**config.mk**
```make
export PLATFORM = sky130hd
export DESIGN_NAME = iso_date_text_to_epoch_days_flat
export DESIGN_NICKNAME = d
export VERILOG_FILES = /design/src/rtl/idt_pkg.sv /design/src/rtl/idt_in_if.sv /design/src/rtl/idt_out_if.sv /design/src/rtl/idt_char_lane.sv /design/src/rtl/idt_merge.sv /design/src/rtl/idt_calc.sv /design/src/rtl/iso_date_text_to_epoch_days.sv /design/src/flat_wrapper.sv
export SDC_FILE = /design/constraint.sdc
export NUM_CORES = 1
export LEC_CHECK = 0
export BUFFER_PORTS_ARGS = -buffer_cell sky130_fd_sc_hd__buf_2
export CAP_MARGIN = 10
export CORE_MARGIN = 1
export CORE_UTILIZATION = 56
export CTS_CLUSTER_DIAMETER = 100
export DETAILED_ROUTE_END_ITERATION = 16
export MAX_ROUTING_LAYER = met4
export PLACE_DENSITY = 0.75
export SLEW_MARGIN = 15
export SYNTH_ARGS = -nofsm -noshare
export SYNTH_HDL_FRONTEND = slang
export SYNTH_SLANG_ARGS = --single-unit
```
**constraint.sdc**
```tcl
create_clock -name clk -period 5.8 [get_ports clk]
set_clock_uncertainty 0.1 [all_clocks]
set_input_delay 1.16 -clock clk [delete_from_list [all_inputs] [get_ports clk]]
set_output_delay 1.16 -clock clk [all_outputs]
set_load 0.02 [all_outputs]
```
**src/rtl/idt_pkg.sv**
```systemverilog
// Shared types, constants and calendar tables for the ISO date text converter.
// No dependencies; idt_char_lane, idt_merge, idt_calc and the top level import this package.
`timescale 1ns / 1ps

package idt_pkg;

  localparam int unsigned NumLanes = 8;

  localparam logic [7:0] TextLen = 8'd10;
  localparam logic [7:0] ChDash  = 8'h2D;
  localparam logic [7:0] ChZero  = 8'h30;
  localparam logic [7:0] ChNine  = 8'h39;

  localparam logic [23:0] EpochOffset = 24'd719468;
  localparam logic [12:0] Recip100    = 13'd5243;
  localparam int unsigned Recip100Sh  = 19;

  typedef enum logic [1:0] {
    ST_OK      = 2'd0,
    ST_FORMAT  = 2'd1,
    ST_INVALID = 2'd2
  } status_t;

  typedef struct packed {
    logic       is_digit;
    logic [3:0] value;
  } lane_t;

  typedef struct packed {
    logic        fmt_ok;
    logic        leap;
    logic [13:0] year;
    logic [6:0]  month;
    logic [6:0]  day;
  } parse_t;

  typedef struct packed {
    logic signed [22:0] day_count;
    status_t            status;
  } result_t;

  function automatic logic [4:0] month_len(input logic [3:0] m, input logic leap);
    logic [4:0] len;
    unique case (m)
      4'd2:                      len = leap ? 5'd29 : 5'd28;
      4'd4, 4'd6, 4'd9, 4'd11:   len = 5'd30;
      4'd1, 4'd3, 4'd5, 4'd7,
      4'd8, 4'd10, 4'd12:        len = 5'd31;
      default:                   len = 5'd0;
    endcase
    return len;
  endfunction

  // Days before the first of each month, counting from March.
  function automatic logic [8:0] days_before(input logic [3:0] mp);
    logic [8:0] d;
    unique case (mp)
      4'd0:    d = 9'd0;
      4'd1:    d = 9'd31;
      4'd2:    d = 9'd61;
      4'd3:    d = 9'd92;
      4'd4:    d = 9'd122;
      4'd5:    d = 9'd153;
      4'd6:    d = 9'd184;
      4'd7:    d = 9'd214;
      4'd8:    d = 9'd245;
      4'd9:    d = 9'd275;
      4'd10:   d = 9'd306;
      4'd11:   d = 9'd337;
      default: d = 9'd0;
    endcase
    return d;
  endfunction

endpackage

```
**src/rtl/idt_in_if.sv**
```systemverilog
// Input channel: one date text field and its length per transfer.
// Standalone interface, no package dependency.
`timescale 1ns / 1ps

interface idt_in_if;
  logic       valid;
  logic       ready;
  logic [7:0] text_length;
  logic [7:0] char_0;
  logic [7:0] char_1;
  logic [7:0] char_2;
  logic [7:0] char_3;
  logic [7:0] char_4;
  logic [7:0] char_5;
  logic [7:0] char_6;
  logic [7:0] char_7;
  logic [7:0] char_8;
  logic [7:0] char_9;

  modport source(output valid, text_length, char_0, char_1, char_2, char_3, char_4,
                 char_5, char_6, char_7, char_8, char_9, input ready);
  modport sink(input valid, text_length, char_0, char_1, char_2, char_3, char_4,
               char_5, char_6, char_7, char_8, char_9, output ready);
endinterface

```
**src/rtl/idt_out_if.sv**
```systemverilog
// Output channel: day count and status per transfer.
// Standalone interface, no package dependency.
`timescale 1ns / 1ps

interface idt_out_if;
  logic               valid;
  logic               ready;
  logic signed [22:0] day_count;
  logic [1:0]         status;

  modport source(output valid, day_count, status, input ready);
  modport sink(input valid, day_count, status, output ready);
endinterface

```
**src/rtl/idt_char_lane.sv**
```systemverilog
// One digit lane: classifies an ASCII byte and extracts its digit value.
// Depends on idt_pkg.
`timescale 1ns / 1ps

module idt_char_lane (
  input  logic [7:0]     ch,
  output idt_pkg::lane_t lane
);
  import idt_pkg::*;

  always_comb begin
    lane.is_digit = (ch >= ChZero) && (ch <= ChNine);
    lane.value    = ch[3:0];
  end

endmodule

```
**src/rtl/idt_merge.sv**
```systemverilog
// Merge stage: combines lane results into year, month, day, format and leap flags.
// Depends on idt_pkg; fed by the idt_char_lane instances.
`timescale 1ns / 1ps

module idt_merge (
  input  logic                                  clk,
  input  logic                                  rst,
  input  logic                                  en,
  input  logic                                  in_valid,
  input  logic [7:0]                            text_length,
  input  logic [7:0]                            dash_a,
  input  logic [7:0]                            dash_b,
  input  idt_pkg::lane_t [idt_pkg::NumLanes-1:0] lanes,
  output logic                                  valid,
  output idt_pkg::parse_t                       parse
);
  import idt_pkg::*;

  logic       all_digits;
  logic [6:0] year_hi;
  logic [6:0] year_lo;
  parse_t     parse_next;

  always_comb begin
    all_digits = 1'b1;
    for (int i = 0; i < NumLanes; i++) begin
      all_digits = all_digits & lanes[i].is_digit;
    end
    year_hi = 7'(lanes[0].value) * 7'd10 + 7'(lanes[1].value);
    year_lo = 7'(lanes[2].value) * 7'd10 + 7'(lanes[3].value);
    parse_next.fmt_ok = all_digits && (text_length == TextLen) &&
                        (dash_a == ChDash) && (dash_b == ChDash);
    parse_next.year   = 14'(year_hi) * 14'd100 + 14'(year_lo);
    parse_next.month  = 7'(lanes[4].value) * 7'd10 + 7'(lanes[5].value);
    parse_next.day    = 7'(lanes[6].value) * 7'd10 + 7'(lanes[7].value);
    // Divisible by 4, and either not a century or a century divisible by 400.
    parse_next.leap   = (year_lo[1:0] == 2'd0) &&
                        ((year_lo != 7'd0) || (year_hi[1:0] == 2'd0));
  end

  always_ff @(posedge clk) begin
    if (rst) begin
      valid <= 1'b0;
    end else if (en) begin
      valid <= in_valid;
    end
  end

  always_ff @(posedge clk) begin
    if (en) begin
      parse <= parse_next;
    end
  end

endmodule

```
**src/rtl/idt_calc.sv**
```systemverilog
// Calendar check and day count: validates the date, then sums the day number.
// Depends on idt_pkg; fed by idt_merge.
`timescale 1ns / 1ps

module idt_calc (
  input  logic             clk,
  input  logic             rst,
  input  logic             en,
  input  logic             in_valid,
  input  idt_pkg::parse_t  parse,
  output logic             valid,
  output idt_pkg::result_t result
);
  import idt_pkg::*;

  // check stage
  logic        chk_valid;
  status_t     chk_status;
  logic [13:0] ya;
  logic [26:0] q_prod;
  logic [8:0]  doy;

  logic        early;
  logic [13:0] ya_next;
  logic [3:0]  mp;
  logic [4:0]  lim;
  logic        date_ok;
  status_t     status_next;
  logic [8:0]  doy_next;

  always_comb begin
    early    = (parse.month <= 7'd2);
    ya_next  = early ? parse.year - 14'd1 : parse.year;
    mp       = early ? 4'(parse.month + 7'd9) : 4'(parse.month - 7'd3);
    lim      = month_len(parse.month[3:0], parse.leap);
    date_ok  = (parse.year != 14'd0) && (parse.month >= 7'd1) && (parse.month <= 7'd12) &&
               (parse.day >= 7'd1) && (parse.day <= 7'(lim));
    doy_next = days_before(mp) + 9'(parse.day) - 9'd1;
    priority if (!parse.fmt_ok) begin
      status_next = ST_FORMAT;
    end else if (!date_ok) begin
      status_next = ST_INVALID;
    end else begin
      status_next = ST_OK;
    end
  end

  always_ff @(posedge clk) begin
    if (rst) begin
      chk_valid <= 1'b0;
    end else if (en) begin
      chk_valid <= in_valid;
    end
  end

  always_ff @(posedge clk) begin
    if (en) begin
      chk_status <= status_next;
      ya         <= ya_next;
      q_prod     <= 27'(ya_next) * 27'(Recip100);
      doy        <= doy_next;
    end
  end

  // sum stage
  logic [6:0]  q100;
  logic [23:0] sum;
  result_t     result_next;

  always_comb begin
    q100 = q_prod[Recip100Sh +: 7];
    sum  = 24'(ya) * 24'd365 + 24'(ya[13:2]) - 24'(q100) + 24'(q100[6:2]) +
           24'(doy) - EpochOffset;
    result_next.status    = chk_status;
    result_next.day_count = (chk_status == ST_OK) ? $signed(sum[22:0]) : 23'sd0;
  end

  always_ff @(posedge clk) begin
    if (rst) begin
      valid <= 1'b0;
    end else if (en) begin
      valid <= chk_valid;
    end
  end

  always_ff @(posedge clk) begin
    if (en) begin
      result <= result_next;
    end
  end

endmodule

```
**src/rtl/iso_date_text_to_epoch_days.sv**
```systemverilog
// Top level: ISO YYYY-MM-DD text to signed days since 1970-01-01.
// Depends on idt_pkg, idt_in_if, idt_out_if, idt_char_lane, idt_merge, idt_calc.
//
//   channel  modport  payload                          role
//   text     sink     text_length, char_0 .. char_9    date text in
//   result   source   day_count, status                day count out
//
// One transfer in per cycle unless result stalls; each result passes the merge, check and sum registers.
// The pipeline is parse (8 digit lanes plus merge), check, sum; the sum stage
// holds the output register.
// rst clears the stage valid bits only.
// A stall on result freezes all stages; text.ready follows directly.
`timescale 1ns / 1ps

module iso_date_text_to_epoch_days (
  input logic       clk,
  input logic       rst,
  idt_in_if.sink    text,
  idt_out_if.source result
);
  import idt_pkg::*;

  logic [7:0]   lane_ch [NumLanes];
  lane_t [NumLanes-1:0] lanes;
  logic         en;
  logic         merge_valid;
  parse_t       parse;
  logic         res_valid;
  result_t      res;

  assign en         = !res_valid || result.ready;
  assign text.ready = en;

  assign lane_ch[0] = text.char_0;
  assign lane_ch[1] = text.char_1;
  assign lane_ch[2] = text.char_2;
  assign lane_ch[3] = text.char_3;
  assign lane_ch[4] = text.char_5;
  assign lane_ch[5] = text.char_6;
  assign lane_ch[6] = text.char_8;
  assign lane_ch[7] = text.char_9;

  for (genvar g = 0; g < NumLanes; g++) begin : g_lane
    idt_char_lane u_lane (
      .ch   (lane_ch[g]),
      .lane (lanes[g])
    );
  end

  idt_merge u_merge (
    .clk         (clk),
    .rst         (rst),
    .en          (en),
    .in_valid    (text.valid),
    .text_length (text.text_length),
    .dash_a      (text.char_4),
    .dash_b      (text.char_7),
    .lanes       (lanes),
    .valid       (merge_valid),
    .parse       (parse)
  );

  idt_calc u_calc (
    .clk      (clk),
    .rst      (rst),
    .en       (en),
    .in_valid (merge_valid),
    .parse    (parse),
    .valid    (res_valid),
    .result   (res)
  );

  assign result.valid     = res_valid;
  assign result.day_count = res.day_count;
  assign result.status    = res.status;

endmodule
```
**src/flat_wrapper.sv**
```systemverilog
// flat-port wrapper written by rule: the top's interface ports become plain ports
module iso_date_text_to_epoch_days_flat import idt_pkg::*;
  (clk, rst, text_valid, text_text_length, text_char_0, text_char_1, text_char_2, text_char_3, text_char_4, text_char_5, text_char_6, text_char_7, text_char_8, text_char_9, text_ready, result_valid, result_day_count, result_status, result_ready);
  idt_in_if text_i ();
  idt_out_if result_i ();
  input logic clk;
  input logic rst;
  input wire logic [$bits(text_i.valid)-1:0] text_valid;
  input wire logic [$bits(text_i.text_length)-1:0] text_text_length;
  input wire logic [$bits(text_i.char_0)-1:0] text_char_0;
  input wire logic [$bits(text_i.char_1)-1:0] text_char_1;
  input wire logic [$bits(text_i.char_2)-1:0] text_char_2;
  input wire logic [$bits(text_i.char_3)-1:0] text_char_3;
  input wire logic [$bits(text_i.char_4)-1:0] text_char_4;
  input wire logic [$bits(text_i.char_5)-1:0] text_char_5;
  input wire logic [$bits(text_i.char_6)-1:0] text_char_6;
  input wire logic [$bits(text_i.char_7)-1:0] text_char_7;
  input wire logic [$bits(text_i.char_8)-1:0] text_char_8;
  input wire logic [$bits(text_i.char_9)-1:0] text_char_9;
  output wire logic [$bits(text_i.ready)-1:0] text_ready;
  output wire logic [$bits(result_i.valid)-1:0] result_valid;
  output wire logic [$bits(result_i.day_count)-1:0] result_day_count;
  output wire logic [$bits(result_i.status)-1:0] result_status;
  input wire logic [$bits(result_i.ready)-1:0] result_ready;
  assign text_i.valid = text_valid;
  assign text_i.text_length = text_text_length;
  assign text_i.char_0 = text_char_0;
  assign text_i.char_1 = text_char_1;
  assign text_i.char_2 = text_char_2;
  assign text_i.char_3 = text_char_3;
  assign text_i.char_4 = text_char_4;
  assign text_i.char_5 = text_char_5;
  assign text_i.char_6 = text_char_6;
  assign text_i.char_7 = text_char_7;
  assign text_i.char_8 = text_char_8;
  assign text_i.char_9 = text_char_9;
  assign text_ready = text_i.ready;
  assign result_valid = result_i.valid;
  assign result_day_count = result_i.day_count;
  assign result_status = result_i.status;
  assign result_i.ready = result_ready;
  iso_date_text_to_epoch_days u_core (.clk(clk), .rst(rst), .text(text_i), .result(result_i));
endmodule
```
==> run_results.csv, run 1 <==
group,metric,value,unit
yosys,synth_area,13500,um^2
yosys,synth_ff_type,"edfxtp_1",
cts,ctsHoldBuffers,0,
critical_path,critPathLaunchType,"flip-flop",
cts,h-tree-depth,3,
yosys,synth_edf_count,87,
cts,cts_buffer_depth,2,
yosys,ys_seq_area_share,19.9,%
cts,cts_num_sinks,90,
floorplanning,die_h,157,um
grt,gr-total-overflow,0,
floorplanning,fp.coreArea,23500,um^2
yosys,synth.area.top_cells,"ha_1, fa_1, edfxtp_1",
timing,slew_headroom,26.4,%
critical_path,timing.rr.start,"u_core.u_merge.parse[20]$_DFFE_PP_",
timing,period_share,102,%
drt,drcViolationCount,0,
floorplanning,rows,56,
critical_path,cp_common_cell,"fa_1",
timing,worst_pin_slew,1.10,ns
grt,grt_max_degree,90,
critical_path,cp.arrival,5.92,ns
drt,drtPass1Iterations,5,
layout,final_nets,2051,
placement,hpwlAfterDp,24600,um
timing,finalHoldViolations,0,
drt,vias,9765,
yosys,synth.avg_cell_area,10.1,um^2
timing,whs,0.353,ns
critical_path,path_max_fanout,5,
critical_path,crit_chain,"or4_4 > or3_4 > nor3_4 > nand2_2 > xnor2_4 > buf_4 > ha_4 > fa_1 > fa_1 > fa_1 > inv_1 > fa_1 > inv_1 > ha_4 > nand3_1 > nor2_1 > nand3_1 > o211ai_1 > a21oi_1 > xnor2_1",
yosys,synth_area_leader_cell,"ha_1",
cts,clock_latency,0.36,ns
floorplanning,pin_count,119,
critical_path,worstPathRequired,5.81,ns
critical_path,slowest_stage,"or4_4",
yosys,yosys.area.top_type_share,25.8,%
critical_path,r2r_end,"u_core.u_calc.q_prod[24]$_DFFE_PP_",
yosys,ys_types,56,
timing,slew_violations,0,
job,maxCapViolations,0,
timing,clock.fmax,0.169,GHz
timing,setup_viol,7,
floorplanning,die_w,157,um
yosys,synth_nets,1852,
drt,drt_first_iter_violations,383,
timing,postLayoutSetupSlackWorst,-0.104,ns
cts,clkTransAtPathRegs,0.08,ns
drt,wl,28900,um
critical_path,end_kind,"flip-flop",
critical_path,slowest_delay,0.55,ns
critical_path,rrSetupSlack,-0.10,ns
timing,min_period,5.90,ns
floorplanning,start_util,57.2,%
critical_path,crit_type,"reg -> reg",
yosys,synth_most_common_cell,"inv_1",
grt,grt_usage,25.7,%
placement,io_buffers,118,
drt,detail_route.wl_per_cell,15.6,um
floorplanning,die_area,24700,um^2
critical_path,reg2reg_depth,20,
grt,antenna_found_initial,2,
drt,routed_via_density,5.26,
cts,tritoncts,"done",
placement,gp_congestion,0.922,
critical_path,critical_path.endpoint,"u_core.u_calc.q_prod[24]$_DFFE_PP_",
drt,postRouteAntennaNets,0,
yosys,ys_top_cells_by_count,"inv_1, ha_1, fa_1",
status,violations,"negative setup slack",
hold_path,hp-class,"reg -> reg",
layout,drive_gt1_share,18.3,%
layout,synthToLayoutAreaGrowth,16.5,%
placement,pre_cts_ws,-0.302,ns
yosys,async_flop_share,0,%
cts,cts_made_buffers,9,
status,status,"finished with violations",
timing,rsz0062_at_grt,"true",
critical_path,crit_start,"u_core.u_merge.parse[20]$_DFFE_PP_",
cts,cts_root_buf,"clkbuf_16",
yosys,syn_inst,1330,
yosys,yosys_warnings,0,
grt,grt_pass1_vias,10115,
grt,grt_pass1_wl,47700,um
yosys,synth_seq_cells,90,
## cells in the final DEF (no fill, tap or decap), drive strengths merged, types with 5 or more instances in the layout
master	Yosys	final
a211oi	6	6
a21o	18	18
a21oi	54	54
and2	5	5
buf	0	195
clkbuf	7	9
edfxtp	87	87
fa	153	153
ha	277	277
inv	322	325
mux2i	5	5
nand2	47	47
nand3	18	18
nand4	10	10
nand4b	5	5
nor2	65	65
nor2b	10	10
nor3	22	22
nor4	7	7
nor4b	7	7
o211ai	9	9
o21a	10	10
o21ai	32	32
o21bai	8	8
or3	7	7
xnor2	55	55
xor2	25	25
## how the worst min path moves through the flow
stage | start | to | depth (start not counted) | slack (ns)
floorplan | u_core.u_merge.valid$_SDFFE_PP0P_ | u_core.u_merge.valid$_SDFFE_PP0P_ | 2 | 0.33
global placement | u_core.u_merge.valid$_SDFFE_PP0P_ | u_core.u_merge.valid$_SDFFE_PP0P_ | 2 | 0.34
detailed placement | u_core.u_calc.chk_valid$_SDFFE_PP0P_ | u_core.u_calc.chk_valid$_SDFFE_PP0P_ | 2 | 0.34
CTS | u_core.u_calc.chk_valid$_SDFFE_PP0P_ | u_core.u_calc.chk_valid$_SDFFE_PP0P_ | 2 | 0.35
global route | u_core.u_calc.chk_valid$_SDFFE_PP0P_ | u_core.u_calc.chk_valid$_SDFFE_PP0P_ | 2 | 0.37
finish | u_core.u_calc.chk_valid$_SDFFE_PP0P_ | u_core.u_calc.chk_valid$_SDFFE_PP0P_ | 2 | 0.35
## routing by layer
layer  part of all wire (%)  track usage (%)  up-vias
met4                    3.7             10.2        0
met3                    4.0             2.78       63
met5                      0                -        -
li1                       -                -     4799
met2                     49             44.9      251
met1                     43             30.6     4652
## kinds of logic after synthesis
group | Yosys count | share of synthesized area (%)
mux | 5 | 0.372
compound gates | 169 | 8.07
simple gates | 226 | 8.65
flops | 90 | 19.9
buf+inv | 329 | 9.18
fa+ha+maj | 430 | 48.5
xor+xnor | 81 | 5.37
## sequential cells by signal, summed over array words and instances, names as in the netlist
signal and flops:
u_core.u_calc.q_prod 7, u_core.u_calc.valid 1, u_core.u_merge.parse 30, u_core.u_calc.result 25, u_core.u_calc.doy 9, u_core.u_calc.chk_status 2
u_core.u_merge.valid 1, u_core.u_calc.ya 14, u_core.u_calc.chk_valid 1
## through the flow
| stage | cell area [um^2] | util (%) | instances | TNS, ns |
|---|---|---|---|---|
| 5_1_grt | 15700 | 66.6 | 1855 | -1.99 |
| 3_5_place_dp | 15000 | 63.8 | 1822 | -1.14 |
| 6_report | 15700 | 66.6 | 1855 | -0.462 |
| 4_1_cts | 15600 | 66.2 | 1848 | -0.0779 |
| 2_1_floorplan | 13600 | - | 1330 | -0.0694 |
| 3_3_place_gp | 15000 | 63.8 | 1822 | -0.491 |
## area by class of cell
class	count	area (um^2)
sequential	90	2670
inverter	322	1210
multi-input combinational	911	9900
fill	1781	7860
clock buffer	9	225
antenna	2	5.00
timing repair buffer	195	1180
clock inverter	7	92.6
tap	319	399
## worst max-delay path, delay by kind of cell (launching register included)
kind | cells | cell delay, ns
simple gates | 7 | 1.58
buf+inv | 3 | 0.31
compound gates | 2 | 0.37
fa+ha+maj | 6 | 2.50
flops | 1 | 0.39
xor+xnor | 2 | 0.40
## timing repair
item / CTS / global route
gates cloned: 0 / 0
endpoints found under the setup margin: 7 / 7
setup buffers: 10 / 5
pin swaps: 29 / 13
gates resized for setup: 34 / 15
Power of run 1 is not shown: default switching activity piles up to over one toggle a cycle in this logic, so the estimate is an artifact.
==> inputs of run 2 (changes only) <==
Settings changed: RECOVER_POWER from default to 50.
==> run_results.csv, run 2 (synthesis results as in run 1) <==
group,metric,value,unit
status,status,"finished with violations",
status,violations,"negative setup slack",
cts,cts_buffer_depth,2,
timing,period_share,101,%
timing,slew_violations,0,
floorplanning,die_area,24700,um^2
cts,h-tree-depth,3,
placement,post-place-cells,1822,
cts,cts_num_sinks,90,
critical_path,timing.rr.start,"u_core.u_merge.parse[20]$_DFFE_PP_",
drt,drt_first_iter_violations,402,
layout,drive_gt1_share,15.9,%
critical_path,cp_common_cell,"fa_1",
timing,slew_headroom,27.1,%
cts,clkTransAtPathRegs,0.08,ns
hold_path,holdPathStages,2,
grt,antenna_found_initial,2,
job,maxCapViolations,0,
floorplanning,die_h,157,um
grt,grt_max_degree,90,
drt,vias,9730,
layout,top_regs,"u_core.u_merge.parse x30, u_core.u_calc.result x25, u_core.u_calc.ya x14",
cts,tritoncts,"done",
drt,drtPass1Iterations,5,
critical_path,path_max_fanout,5,
critical_path,reg2reg_depth,20,
critical_path,critPathTopFamily,"adder cells",
drt,wl,28900,um
floorplanning,pin_count,119,
critical_path,slowest_delay,0.55,ns
cts,cts_root_buf,"clkbuf_16",
cts,cts_made_buffers,9,
timing,setup_viol,7,
hold_path,hp-class,"reg -> reg",
hold_path,min_from,"u_core.u_calc.chk_valid$_SDFFE_PP0P_",
layout,regMostFlops,"u_core.u_merge.parse",
layout,final_nets,2051,
critical_path,rrSetupSlack,-0.09,ns
critical_path,critical_path_buf_inv_count,3,
critical_path,crit_chain,"or4_4 > or3_4 > nor3_4 > nand2_2 > xnor2_4 > buf_4 > ha_4 > fa_1 > fa_1 > fa_1 > inv_1 > fa_1 > inv_1 > ha_4 > nand3_1 > nor2_1 > nand3_1 > o211ai_1 > a21oi_1 > xnor2_1",
critical_path,crit_type,"reg -> reg",
grt,gr-total-overflow,0,
placement,io_buffers,118,
timing,finalHoldViolations,0,
critical_path,r2r_end,"u_core.u_calc.q_prod[24]$_DFFE_PP_",
drt,detail_route.wl_per_cell,15.6,um
drt,routed_via_density,5.25,
floorplanning,rows,56,
layout,final_common_cell,"inv_1",
layout,layout_common_cells,"inv_1, ha_1, fa_1, edfxtp_1, buf_2",
hold_path,hold_end,"u_core.u_calc.chk_valid$_SDFFE_PP0P_",
cts,clock_latency,0.36,ns
timing,min_period,5.89,ns
placement,gp_congestion,0.922,
timing,worst_pin_slew,1.09,ns
grt,grt_pass1_wl,47700,um
timing,rsz0062_at_grt,"true",
layout,synthToLayoutAreaGrowth,16.2,%
critical_path,worstPathRequired,5.81,ns
floorplanning,die_w,157,um
timing,postLayoutSetupSlackWorst,-0.0862,ns
floorplanning,start_util,57.2,%
cts,ctsHoldBuffers,0,
drt,postRouteAntennaNets,0,
timing,clock.fmax,0.170,GHz
layout,largest_reg_flops,30,
critical_path,critPathLaunchType,"flip-flop",
placement,hpwlAfterDp,24600,um
layout,fill_cells,1800,
critical_path,cp.arrival,5.90,ns
layout,final_cells,1855,
grt,grt_pass1_vias,10115,
grt,grt_usage,25.7,%
critical_path,end_kind,"flip-flop",
floorplanning,fp.coreArea,23500,um^2
drt,drcViolationCount,0,
critical_path,slowest_stage,"or4_4",
[run 2: per-layer routing]
layer,share of wire [%],vias to the layer above,wire (um),GRT usage [%]
li1,-,4804,-,-
met1,43,4619,12600,30.6
met2,49,243,14200,44.9
met3,3.8,64,1110,2.78
met4,3.8,0,1090,10.2
met5,0,-,0,-
[run 2: cell type report]
| cell class | instances | area (um^2) | area share [%] |
|---|---|---|---|
| Multi-Input combinational cell | 911 | 9890 | 63.3 |
| Sequential cell | 90 | 2670 | 17.1 |
| Inverter | 322 | 1210 | 7.74 |
| Timing Repair Buffer | 195 | 1140 | 7.27 |
| Tap cell | 319 | 399 | 2.55 |
| Clock buffer | 9 | 225 | 1.44 |
| Clock inverter | 7 | 92.6 | 0.592 |
| Antenna cell | 2 | 5.00 | 0.0320 |
[run 2: timing repair]
item                                    4_1_cts  5_1_grt
pin swaps                                    29       13
resized for setup                            34       15
buffers inserted                             10        5
endpoints found under the setup margin        7        7
[run 2: worst max-delay path by stage]
stage	start	endpoint	slack [ns]	depth (start not counted)
CTS	u_core.u_merge.parse[20]$_DFFE_PP_	u_core.u_calc.q_prod[24]$_DFFE_PP_	-0.05	19
finish	u_core.u_merge.parse[20]$_DFFE_PP_	u_core.u_calc.q_prod[24]$_DFFE_PP_	-0.09	20
global placement	u_core.u_merge.parse[8]$_DFFE_PP_	u_core.u_calc.q_prod[24]$_DFFE_PP_	-0.19	23
detailed placement	u_core.u_merge.parse[8]$_DFFE_PP_	u_core.u_calc.q_prod[24]$_DFFE_PP_	-0.30	23
global route	u_core.u_merge.parse[20]$_DFFE_PP_	u_core.u_calc.q_prod[24]$_DFFE_PP_	-0.33	20
floorplan	u_core.u_merge.parse[8]$_DFFE_PP_	u_core.u_calc.q_prod[24]$_DFFE_PP_	-0.05	21
[run 2: stage by stage]
step	setup TNS (ns)	hold WS [ns]	cell area [um^2]	worst slack [ns]	util [%]
3_5_place_dp	-1.14	0.343	15000	-0.302	63.8
4_1_cts	-0.0779	0.352	15600	-0.0479	66.2
2_1_floorplan	-0.0694	0.326	13600	-0.0517	-
6_report	-0.360	0.353	15600	-0.0862	66.4
5_1_grt	-1.99	0.375	15600	-0.334	66.4
3_3_place_gp	-0.491	0.336	15000	-0.193	63.8
[run 2: worst reg2reg max path, stage by stage (launching register included)]
cell and delay (ns):
edfxtp_1 0.39, or4_4 0.55, or3_4 0.45, nor3_4 0.14, nand2_2 0.11, xnor2_4 0.27
buf_4 0.18, ha_4 0.20, fa_1 0.55, fa_1 0.44, fa_1 0.50, inv_1 0.06
fa_1 0.52, inv_1 0.07, ha_4 0.29, nand3_1 0.08, nor2_1 0.11, nand3_1 0.13
o211ai_1 0.25, a21oi_1 0.13, xnor2_1 0.13
Power of run 2 is left out for the same reason.
